## config.mk

```make
export PLATFORM = sky130hd
export DESIGN_NAME = mips_subset_execute_core_flat
export DESIGN_NICKNAME = d
export VERILOG_FILES = /design/src/rtl/core/msx_pkg.sv /design/src/rtl/core/msx_if.sv /design/src/rtl/core/msx_regfile.sv /design/src/rtl/core/msx_exec.sv /design/src/rtl/core/mips_subset_execute_core.sv /design/src/flat_wrapper.sv
export VERILOG_INCLUDE_DIRS = /design/src /design/src/rtl/core
export SDC_FILE = /design/constraint.sdc
export NUM_CORES = 2
export LEC_CHECK = 0
export BUFFER_PORTS_ARGS = -buffer_cell sky130_fd_sc_hd__buf_2
export CAP_MARGIN = 5
export CELL_PAD_IN_SITES_DETAIL_PLACEMENT = 0
export CELL_PAD_IN_SITES_GLOBAL_PLACEMENT = 1
export CORE_UTILIZATION = 35
export CTS_BUF_LIST = sky130_fd_sc_hd__clkbuf_16
export DETAILED_ROUTE_END_ITERATION = 8
export HOLD_SLACK_MARGIN = 0.1
export PLACE_DENSITY_LB_ADDON = 0.08
export SLEW_MARGIN = 20
export SYNTH_ARGS = -nofsm -noshare
export SYNTH_HDL_FRONTEND = slang
export SYNTH_SLANG_ARGS = --single-unit
```

## constraint.sdc

```tcl
create_clock -name clk -period 4.75 [get_ports clk]
set_clock_uncertainty 0.2 [all_clocks]
set_input_delay 0.7125 -clock clk [delete_from_list [all_inputs] [get_ports clk]]
set_output_delay 0.7125 -clock clk [all_outputs]
set_load 0.05 [all_outputs]
```

## src/rtl/core/mips_subset_execute_core_assert.svh

```systemverilog
// Assertion macros shared by the core's modules.
// Each takes a label, the clock, the active-low reset, the property
// terms and a message string.
`ifndef MIPS_SUBSET_EXECUTE_CORE_ASSERT_SVH
`define MIPS_SUBSET_EXECUTE_CORE_ASSERT_SVH

`ifndef SYNTHESIS

`define MSEC_ASSERT_IMPL(lbl, clk, rst_n, pre, post, msg) \
    lbl: assert property (@(posedge clk) disable iff (!rst_n) (pre) |-> (post)) \
        else $error(msg);

`define MSEC_ASSERT_NEXT(lbl, clk, rst_n, pre, post, msg) \
    lbl: assert property (@(posedge clk) disable iff (!rst_n) (pre) |=> (post)) \
        else $error(msg);

`else

`define MSEC_ASSERT_IMPL(lbl, clk, rst_n, pre, post, msg)

`define MSEC_ASSERT_NEXT(lbl, clk, rst_n, pre, post, msg)

`endif

`endif

```

## src/rtl/core/msx_pkg.sv

```systemverilog
`timescale 1ns / 1ps

package msx_pkg;

    localparam int WORD_W  = 32;
    localparam int REG_W   = 5;
    localparam int REG_NUM = 32;

    localparam logic [WORD_W-1:0] PC_RESET = 32'h0040_0000;

    // Opcodes
    localparam logic [5:0] OP_RTYPE = 6'b000000;
    localparam logic [5:0] OP_J     = 6'b000010;
    localparam logic [5:0] OP_BEQ   = 6'b000100;
    localparam logic [5:0] OP_BNE   = 6'b000101;

    // R-type functs
    localparam logic [5:0] FN_ADD = 6'd32;
    localparam logic [5:0] FN_SUB = 6'd34;
    localparam logic [5:0] FN_AND = 6'd36;
    localparam logic [5:0] FN_OR  = 6'd37;
    localparam logic [5:0] FN_SLT = 6'd42;

    typedef struct packed {
        logic [WORD_W-1:0] next_pc;
        logic              reg_written;
        logic [REG_W-1:0]  dest_reg;
        logic [WORD_W-1:0] write_value;
        logic              unsupported;
    } exec_res_t;

    typedef struct packed {
        logic              en;
        logic [REG_W-1:0]  addr;
        logic [WORD_W-1:0] data;
    } rf_write_t;

endpackage

```

## src/rtl/core/msx_if.sv

```systemverilog
`timescale 1ns / 1ps

interface msx_instr_if;
    logic                        valid;
    logic                        ready;
    logic [msx_pkg::WORD_W-1:0]  instr_word;

    modport source (output valid, output instr_word, input ready);
    modport sink   (input valid, input instr_word, output ready);
endinterface

interface msx_result_if;
    logic                              valid;
    logic                              ready;
    logic [msx_pkg::WORD_W-1:0]        next_pc;
    logic                              reg_written;
    logic [msx_pkg::REG_W-1:0]         dest_reg;
    logic signed [msx_pkg::WORD_W-1:0] write_value;
    logic                              unsupported;

    modport source (output valid, output next_pc, output reg_written, output dest_reg,
                    output write_value, output unsupported, input ready);
    modport sink   (input valid, input next_pc, input reg_written, input dest_reg,
                    input write_value, input unsupported, output ready);
endinterface

```

## src/rtl/core/msx_regfile.sv

```systemverilog
`timescale 1ns / 1ps
`include "mips_subset_execute_core_assert.svh"

module msx_regfile (
    input  logic                        clk,
    input  logic                        rst_n,
    input  logic                        rd_en,
    input  logic [msx_pkg::REG_W-1:0]   rd_addr_a,
    input  logic [msx_pkg::REG_W-1:0]   rd_addr_b,
    output logic [msx_pkg::WORD_W-1:0]  rd_data_a,
    output logic [msx_pkg::WORD_W-1:0]  rd_data_b,
    input  msx_pkg::rf_write_t          wr
);
    import msx_pkg::*;

    logic [WORD_W-1:0]  mem [REG_NUM];
    logic [REG_NUM-1:0] valid_reg;
    logic [REG_NUM-1:0] valid_next;

    logic [WORD_W-1:0]  raw_a_reg;
    logic [WORD_W-1:0]  raw_b_reg;
    logic [WORD_W-1:0]  fwd_data_reg;
    logic               fwd_a_reg;
    logic               fwd_b_reg;
    logic               zero_a_reg;
    logic               zero_b_reg;

    logic               fwd_a;
    logic               fwd_b;
    logic               zero_a;
    logic               zero_b;

    // A write landing on the same edge as a read wins over the stored value.
    assign fwd_a  = wr.en && (wr.addr == rd_addr_a) && (rd_addr_a != '0);
    assign fwd_b  = wr.en && (wr.addr == rd_addr_b) && (rd_addr_b != '0);
    // Register zero and never-written entries read as zero.
    assign zero_a = (rd_addr_a == '0) || !valid_reg[rd_addr_a];
    assign zero_b = (rd_addr_b == '0) || !valid_reg[rd_addr_b];

    always_comb
    begin
        valid_next = valid_reg;
        if (wr.en)
        begin
            valid_next[wr.addr] = 1'b1;
        end
    end

    always_ff @(posedge clk or negedge rst_n)
    begin
        if (!rst_n)
        begin
            valid_reg  <= '0;
            fwd_a_reg  <= 1'b0;
            fwd_b_reg  <= 1'b0;
            zero_a_reg <= 1'b1;
            zero_b_reg <= 1'b1;
        end
        else
        begin
            valid_reg <= valid_next;
            if (rd_en)
            begin
                fwd_a_reg  <= fwd_a;
                fwd_b_reg  <= fwd_b;
                zero_a_reg <= zero_a;
                zero_b_reg <= zero_b;
            end
        end
    end

    always_ff @(posedge clk)
    begin
        if (wr.en)
        begin
            mem[wr.addr] <= wr.data;
        end
        if (rd_en)
        begin
            raw_a_reg    <= mem[rd_addr_a];
            raw_b_reg    <= mem[rd_addr_b];
            fwd_data_reg <= wr.data;
        end
    end

    assign rd_data_a = fwd_a_reg ? fwd_data_reg : (zero_a_reg ? '0 : raw_a_reg);
    assign rd_data_b = fwd_b_reg ? fwd_data_reg : (zero_b_reg ? '0 : raw_b_reg);

    `MSEC_ASSERT_IMPL(a_rf_no_zero_write, clk, rst_n, wr.en, wr.addr != '0, "write to register zero")

endmodule

```

## src/rtl/core/msx_exec.sv

```systemverilog
`timescale 1ns / 1ps

module msx_exec (
    input  logic [msx_pkg::WORD_W-1:0] instr_word,
    input  logic [msx_pkg::WORD_W-1:0] pc,
    input  logic [msx_pkg::WORD_W-1:0] op_a,
    input  logic [msx_pkg::WORD_W-1:0] op_b,
    output msx_pkg::exec_res_t         res
);
    import msx_pkg::*;

    logic [5:0]        opcode;
    logic [5:0]        funct;
    logic [REG_W-1:0]  rd;
    logic [WORD_W-1:0] pc4;
    logic [WORD_W-1:0] br_offset;
    logic [WORD_W-1:0] br_target;
    logic [WORD_W-1:0] alu_val;
    logic              alu_ok;
    logic              ops_equal;
    logic              take;

    assign opcode    = instr_word[31:26];
    assign funct     = instr_word[5:0];
    assign rd        = instr_word[15:11];
    assign pc4       = pc + WORD_W'(4);
    assign br_offset = {{14{instr_word[15]}}, instr_word[15:0], 2'b00};
    assign br_target = pc4 + br_offset;
    assign ops_equal = (op_a == op_b);

    always_comb
    begin
        alu_ok = 1'b1;
        unique case (funct)
            FN_ADD:  alu_val = op_a + op_b;
            FN_SUB:  alu_val = op_a - op_b;
            FN_AND:  alu_val = op_a & op_b;
            FN_OR:   alu_val = op_a | op_b;
            FN_SLT:  alu_val = {{(WORD_W-1){1'b0}}, ($signed(op_a) < $signed(op_b))};
            default:
            begin
                alu_val = '0;
                alu_ok  = 1'b0;
            end
        endcase
    end

    always_comb
    begin
        res             = '0;
        res.next_pc     = pc4;
        take            = 1'b0;
        unique case (opcode) inside
            OP_RTYPE:
            begin
                if (!alu_ok)
                begin
                    res.unsupported = 1'b1;
                end
                else if (rd != '0)
                begin
                    res.reg_written = 1'b1;
                    res.dest_reg    = rd;
                    res.write_value = alu_val;
                end
            end
            OP_BEQ, OP_BNE:
            begin
                take = (opcode == OP_BEQ) ? ops_equal : !ops_equal;
                if (take)
                begin
                    res.next_pc = br_target;
                end
            end
            OP_J:
            begin
                res.next_pc = {pc4[31:28], instr_word[25:0], 2'b00};
            end
            default:
            begin
                res.unsupported = 1'b1;
            end
        endcase
    end

endmodule

```

## src/rtl/core/mips_subset_execute_core.sv

```systemverilog
`timescale 1ns / 1ps
// Channel   Modport  Payload                                                Dir
// --------  -------  -----------------------------------------------------  ---
// instr     sink     instr_word[31:0]                                       in
// result    source   next_pc, reg_written, dest_reg, write_value,           out
//                    unsupported
//
// One instruction per cycle sustained while results are taken; a result passes
// through the register read stage, then execute into the output register.
// The register file is a synchronous two-read, one-write memory; a write on
// the same edge as a read is forwarded, so back-to-back dependent
// instructions need no bubble. Reset clears pc to 0x400000 and the entry
// valid bits, so every register reads zero; no clearing pass is needed.
// A stalled result holds the execute stage, which then holds the input.
`include "mips_subset_execute_core_assert.svh"

module mips_subset_execute_core (
    input  logic          clk,
    input  logic          rst_n,
    msx_instr_if.sink     instr,
    msx_result_if.source  result
);
    import msx_pkg::*;

    // Read stage -> execute stage
    logic              s1_valid_reg;
    logic              s1_valid_next;
    logic [WORD_W-1:0] s1_instr_reg;

    // Program counter, updated when an instruction leaves execute
    logic [WORD_W-1:0] pc_reg;
    logic [WORD_W-1:0] pc_next;

    // Output register
    logic              out_valid_reg;
    logic              out_valid_next;
    exec_res_t         out_res_reg;

    logic              in_xfer;
    logic              s1_advance;
    logic [WORD_W-1:0] op_a;
    logic [WORD_W-1:0] op_b;
    exec_res_t         exec_res;
    rf_write_t         rf_wr;

    // Execute may move on when the output register is empty or draining.
    assign s1_advance   = s1_valid_reg && (!out_valid_reg || result.ready);
    assign instr.ready  = !s1_valid_reg || s1_advance;
    assign in_xfer      = instr.valid && instr.ready;

    msx_regfile u_regfile (
        .clk       (clk),
        .rst_n     (rst_n),
        .rd_en     (in_xfer),
        .rd_addr_a (instr.instr_word[25:21]),
        .rd_addr_b (instr.instr_word[20:16]),
        .rd_data_a (op_a),
        .rd_data_b (op_b),
        .wr        (rf_wr)
    );

    msx_exec u_exec (
        .instr_word (s1_instr_reg),
        .pc         (pc_reg),
        .op_a       (op_a),
        .op_b       (op_b),
        .res        (exec_res)
    );

    // Commit the register write only when the instruction leaves execute.
    always_comb
    begin
        rf_wr.en   = s1_advance && exec_res.reg_written;
        rf_wr.addr = exec_res.dest_reg;
        rf_wr.data = exec_res.write_value;
    end

    always_comb
    begin
        s1_valid_next  = in_xfer || (s1_valid_reg && !s1_advance);
        out_valid_next = s1_advance || (out_valid_reg && !result.ready);
        pc_next        = s1_advance ? exec_res.next_pc : pc_reg;
    end

    always_ff @(posedge clk or negedge rst_n)
    begin
        if (!rst_n)
        begin
            s1_valid_reg  <= 1'b0;
            out_valid_reg <= 1'b0;
            pc_reg        <= PC_RESET;
        end
        else
        begin
            s1_valid_reg  <= s1_valid_next;
            out_valid_reg <= out_valid_next;
            pc_reg        <= pc_next;
        end
    end

    // Payload: load on transfer, hold otherwise.
    always_ff @(posedge clk)
    begin
        if (in_xfer)
        begin
            s1_instr_reg <= instr.instr_word;
        end
        if (s1_advance)
        begin
            out_res_reg <= exec_res;
        end
    end

    assign result.valid       = out_valid_reg;
    assign result.next_pc     = out_res_reg.next_pc;
    assign result.reg_written = out_res_reg.reg_written;
    assign result.dest_reg    = out_res_reg.dest_reg;
    assign result.write_value = $signed(out_res_reg.write_value);
    assign result.unsupported = out_res_reg.unsupported;

    `MSEC_ASSERT_IMPL(a_no_zero_dest, clk, rst_n, result.valid && result.reg_written, result.dest_reg != '0, "write reported to register zero")
    `MSEC_ASSERT_NEXT(a_s1_hold, clk, rst_n, s1_valid_reg && !s1_advance, s1_valid_reg && $stable(s1_instr_reg), "stalled execute stage lost its instruction")
    `MSEC_ASSERT_NEXT(a_pc_hold, clk, rst_n, !s1_advance, $stable(pc_reg), "pc moved without an instruction leaving execute")
    `MSEC_ASSERT_IMPL(a_unsup_no_write, clk, rst_n, result.valid && result.unsupported, !result.reg_written, "unsupported instruction reported a write")

endmodule
```

## src/flat_wrapper.sv

```systemverilog
// flat-port wrapper written by rule: the top's interface ports become plain ports
module mips_subset_execute_core_flat import msx_pkg::*;
  (clk, rst_n, instr_valid, instr_instr_word, instr_ready, result_valid, result_next_pc, result_reg_written, result_dest_reg, result_write_value, result_unsupported, result_ready);
  msx_instr_if instr_i ();
  msx_result_if result_i ();
  input  logic clk;
  input  logic rst_n;
  input wire logic [$bits(instr_i.valid)-1:0] instr_valid;
  input wire logic [$bits(instr_i.instr_word)-1:0] instr_instr_word;
  output wire logic [$bits(instr_i.ready)-1:0] instr_ready;
  output wire logic [$bits(result_i.valid)-1:0] result_valid;
  output wire logic [$bits(result_i.next_pc)-1:0] result_next_pc;
  output wire logic [$bits(result_i.reg_written)-1:0] result_reg_written;
  output wire logic [$bits(result_i.dest_reg)-1:0] result_dest_reg;
  output wire logic [$bits(result_i.write_value)-1:0] result_write_value;
  output wire logic [$bits(result_i.unsupported)-1:0] result_unsupported;
  input wire logic [$bits(result_i.ready)-1:0] result_ready;
  assign instr_i.valid = instr_valid;
  assign instr_i.instr_word = instr_instr_word;
  assign instr_ready = instr_i.ready;
  assign result_valid = result_i.valid;
  assign result_next_pc = result_i.next_pc;
  assign result_reg_written = result_i.reg_written;
  assign result_dest_reg = result_i.dest_reg;
  assign result_write_value = result_i.write_value;
  assign result_unsupported = result_i.unsupported;
  assign result_i.ready = result_ready;
  mips_subset_execute_core u_core (.clk(clk), .rst_n(rst_n), .instr(instr_i), .result(result_i));
endmodule
```

==> metrics <==
result of the run=complete, no violations; Post-Syn Area=63800 sq um; Clk pwr share=39.1%; vias in the first global route=just over 40000; required time of the critical path=5170 ps; net total in the final layout=between 4000 and 5000; detail-routed net length per standard cell=34.0 um; worst min-delay path class=flip-flop to flip-flop; worst slew margin relative to its limit=37.3%; final wirelength=231000 um; Max VDD drop=around 0.00038 V; final worst path period need=4590 ps; global-route usage over all layers=25.0%; HPWL after detailed placement=142000 um; CP bufs+invs=5; kind of capture point of the worst setup path=flip-flop; switching part of the total power=27.0%; master of the slowest instance on the critical path=sky130_fd_sc_hd__dfstp_2; peak fanout along the critical path=33; slew at the pin with the worst max-slew slack=938 ps; DP Worst Slack=-172 ps; max reg flops=about 1000; final number of hold-violating endpoints=0; Avg Synthesized Cell Area=16.2 sq um; clock latency reported for the late side of the worst-skew pair=810 ps; post-synthesis sequential element count=1293; Post-synth EDFFs=1223; series of cell instances along the critical path=nor2_4, buf_4, buf_4, buf_4, a22o_1, ha_1, and2_1, or2_2, a21o_1, a21oi_1, nor2_1, nor3_1, o41ai_2, buf_4, a2111oi_0, a41oi_1, a31oi_2, buf_12; share of total power in combinational logic=15.2%; final sum of negative setup slack=0 ps; achievable frequency=218 MHz; launching element type of the critical path=flip-flop; die area=184000 sq um; height of the die=429 um; unrepaired setup endpoints after global routing=yes; layout overhead on the synthesized area=17.9%; worst r2r src=u_core.u_regfile.zero_b_reg; first-pass GRT wire length=323000 um; number of warnings printed during yosys synthesis=0; clock-pin transition on the worst setup and hold timing paths=60 ps; total via count after detailed routing=~40000; endpoint of the worst setup timing path=u_core.u_regfile.mem[22][26]; number of cells on the worst reg-to-reg path=18; min setup slack post-route=around 160 ps; sequential cell area fraction in the yosys report=60.3%; final count of pins violating max slew=0; maximum buffer depth of the clock tree=3; antenna-violating nets left=0; number of endpoints failing setup at the final stage=0; H-tree levels=4; launching element of the worst setup path=u_core.u_regfile.zero_b_reg; leakage power summed over all cells=28.5 nW; die extent in x=429 um; drt pass-1 iters=6; weighted congestion at the end of routability-driven global placement=between 0.8 and 0.9; delay of the slowest critical-path stage=570 ps; number of max-cap violations=0; fraction of layout cells with a size suffix above 1=30.7%; power share of the sequential group=45.8%; Internal Dissipation=0.0205 W; DRC violation count after routing=0; count of placed standard cells in the final layout, fillers left out=6790; cell mode on critical path=sky130_fd_sc_hd__buf_4; mean number of vias per cell=5.87; number of cells in the design after placement=6478; switching power=0.00761 W; dominant synthesized flop cell=sky130_fd_sc_hd__edfxtp_1; overflow left after global routing=0; count of mapped cells out of synthesis=3932; number of logic stages on the critical path including buffering=18; clock net sink count=1293; Placement Rows=156; ys async rst share=5.41%; IO Port Bufs=108; crit share post-route=96.7%; Worst R2R End=u_core.u_regfile.mem[22][26]; Power Dens Cells=374 nW/um^2; initial standard-cell utilization of the core=around a third; critical path arrival=about 5000 ps; clock root buffer master=sky130_fd_sc_hd__clkbuf_16; clock tree from TritonCTS=done; I/O Pins=109; detailed router's first-iteration violation count=4380; pin count of the biggest net entering global routing=72; Placeable Area=181000 sq um; number of antenna violations at the first check in global routing=17; largest register by flop count=u_core.u_regfile.mem; TritonCTS Buffers=149; worst reg2reg setup slack=160 ps; Crit Path Category=flip-flop to flip-flop; distinct cell type count after synthesis=79; category of cells accounting for the largest share of critical-path delay=compound AO/OA/AOI/OAI gates
==> Yosys cell counts (60+ instances only) <==
| cell type | n | share of area, % |
|---|---|---|
| sky130_fd_sc_hd__nand2_1 | 143 | 0.84 |
| sky130_fd_sc_hd__mux2i_1 | 181 | 2.8 |
| sky130_fd_sc_hd__edfxtp_1 | 1223 | 58 |
| sky130_fd_sc_hd__buf_1 | 62 | 0.36 |
| sky130_fd_sc_hd__dfrtp_1 | 67 | 2.6 |
| sky130_fd_sc_hd__mux2_2 | 88 | 1.6 |
| sky130_fd_sc_hd__ha_1 | 126 | 2.5 |
| sky130_fd_sc_hd__a22o_1 | 60 | 0.82 |
| sky130_fd_sc_hd__nor2_1 | 208 | 1.2 |
| sky130_fd_sc_hd__clkbuf_1 | 180 | 1.1 |
| sky130_fd_sc_hd__inv_1 | 121 | 0.71 |
| sky130_fd_sc_hd__mux4_2 | 490 | 17 |
| sky130_fd_sc_hd__a21oi_1 | 167 | 1.3 |
| sky130_fd_sc_hd__o21ai_0 | 69 | 0.54 |
==> power by group through the flow <==
stage                     registers [W]  clock network, W  logic [W]
after floorplan                  0.0133                 0    0.00253
after global placement           0.0131                 0    0.00418
after detailed placement         0.0131                 0    0.00415
after CTS                        0.0129            0.0112    0.00423
after global routing             0.0129            0.0116    0.00462
final                            0.0129            0.0110    0.00427
==> repair_timing <==
action | 4_1_cts | 5_1_grt
setup buffers | 9 | 2
endpoints found under the hold margin | 60 | 0
setup endpoints to repair | 105 | 287
pin swaps | 4 | 1
gates resized for setup | 6 | 16
cloned | 1 | 0
hold buffers | 26 | 0
==> how the worst min path moves through the flow <==
stage / startpoint / end / cells past startpoint
after detailed placement: u_core.u_regfile.valid_reg[0] / u_core.u_regfile.valid_reg[0] / 0
final: u_core.u_regfile.valid_reg[0] / u_core.u_regfile.valid_reg[0] / 0
after global placement: u_core.u_regfile.valid_reg[0] / u_core.u_regfile.valid_reg[0] / 0
after CTS: instr_instr_word[21] / u_core.s1_instr_reg[21] / 1
after global routing: instr_instr_word[21] / u_core.s1_instr_reg[21] / 1
after floorplan: rst_n / u_core.pc_reg[0] / 0
==> per-stage QoR <==
step	util (%)	area (sq um)	hold WS, ps	power, W
3_5_place_dp	38.7	70100	165	0.0173
6_report	41.6	75200	178	0.0281
2_1_floorplan	-	63900	217	0.0158
4_1_cts	41.5	75100	143	0.0283
3_3_place_gp	38.7	70100	165	0.0173
5_1_grt	41.6	75200	171	0.0292
==> layer usage <==
| layer | GRT usage (%) | share of wire, % |
|---|---|---|
| met5 | 0 | 0.0087 |
| met2 | 40.0 | 47 |
| met3 | 3.24 | 5.5 |
| met4 | 6.23 | 2.3 |
| met1 | 36.0 | 45 |
==> cell families (layout without fill, tap and decap cells) <==
kind of cell,after synthesis,in the layout,share of synthesized area (%)
DFF,1293,1293,60.3
muxes,760,760,21.7
AOI/OAI and AO/OA,684,685,7.45
and+or+nand+nor,580,580,4.31
buffers and inverters,396,847,2.42
adders and majority gates,129,129,2.57
xor gates and xnor gates,89,89,1.22
other,1,37,0.00588
==> final cells by class <==
cell class / instances / area [sq um]
fillers: 16300 / 106000
repair buffers: 457 / 4210
well taps: 2370 / 2970
clock inverters: 116 / 788
multi-input cells: 2275 / 24500
diodes: 5 / 12.5
inverters: 122 / 465
flip-flops and latches: 1293 / 38500
clock buffers: 152 / 3800
==> worst reg2reg max path, stage by stage, from the launching register on <==
cell                        delay [ps]
sky130_fd_sc_hd__dfstp_2           570
sky130_fd_sc_hd__nor2_4             60
sky130_fd_sc_hd__buf_4             170
sky130_fd_sc_hd__buf_4             200
sky130_fd_sc_hd__buf_4             170
sky130_fd_sc_hd__a22o_1            220
sky130_fd_sc_hd__ha_1              370
sky130_fd_sc_hd__and2_1            170
sky130_fd_sc_hd__or2_2             270
sky130_fd_sc_hd__a21o_1            180
sky130_fd_sc_hd__a21oi_1           210
sky130_fd_sc_hd__nor2_1             70
sky130_fd_sc_hd__nor3_1            180
sky130_fd_sc_hd__o41ai_2           120
sky130_fd_sc_hd__buf_4             170
sky130_fd_sc_hd__a2111oi_0         450
sky130_fd_sc_hd__a41oi_1           120
sky130_fd_sc_hd__a31oi_2           280
sky130_fd_sc_hd__buf_12            210
==> cells in the final DEF, fill, tap and decap left out, drive strengths merged, types with 34 or more instances in the layout <==
cell and instances:
nand2 143, a22o 60, mux4 490, xnor2 58, edfxtp 1223, nor2 210
a21oi 167, mux2 89, nand2b 35, o22ai 52, or2 34, buf 430
a221oi 51, dfrtp 67, a211oi 38, o21ai 79, mux2i 181, inv 160
clkinv 64, ha 126, clkbuf 153, o221ai 54
No activity file was read; power rests on OpenSTA's default activity.
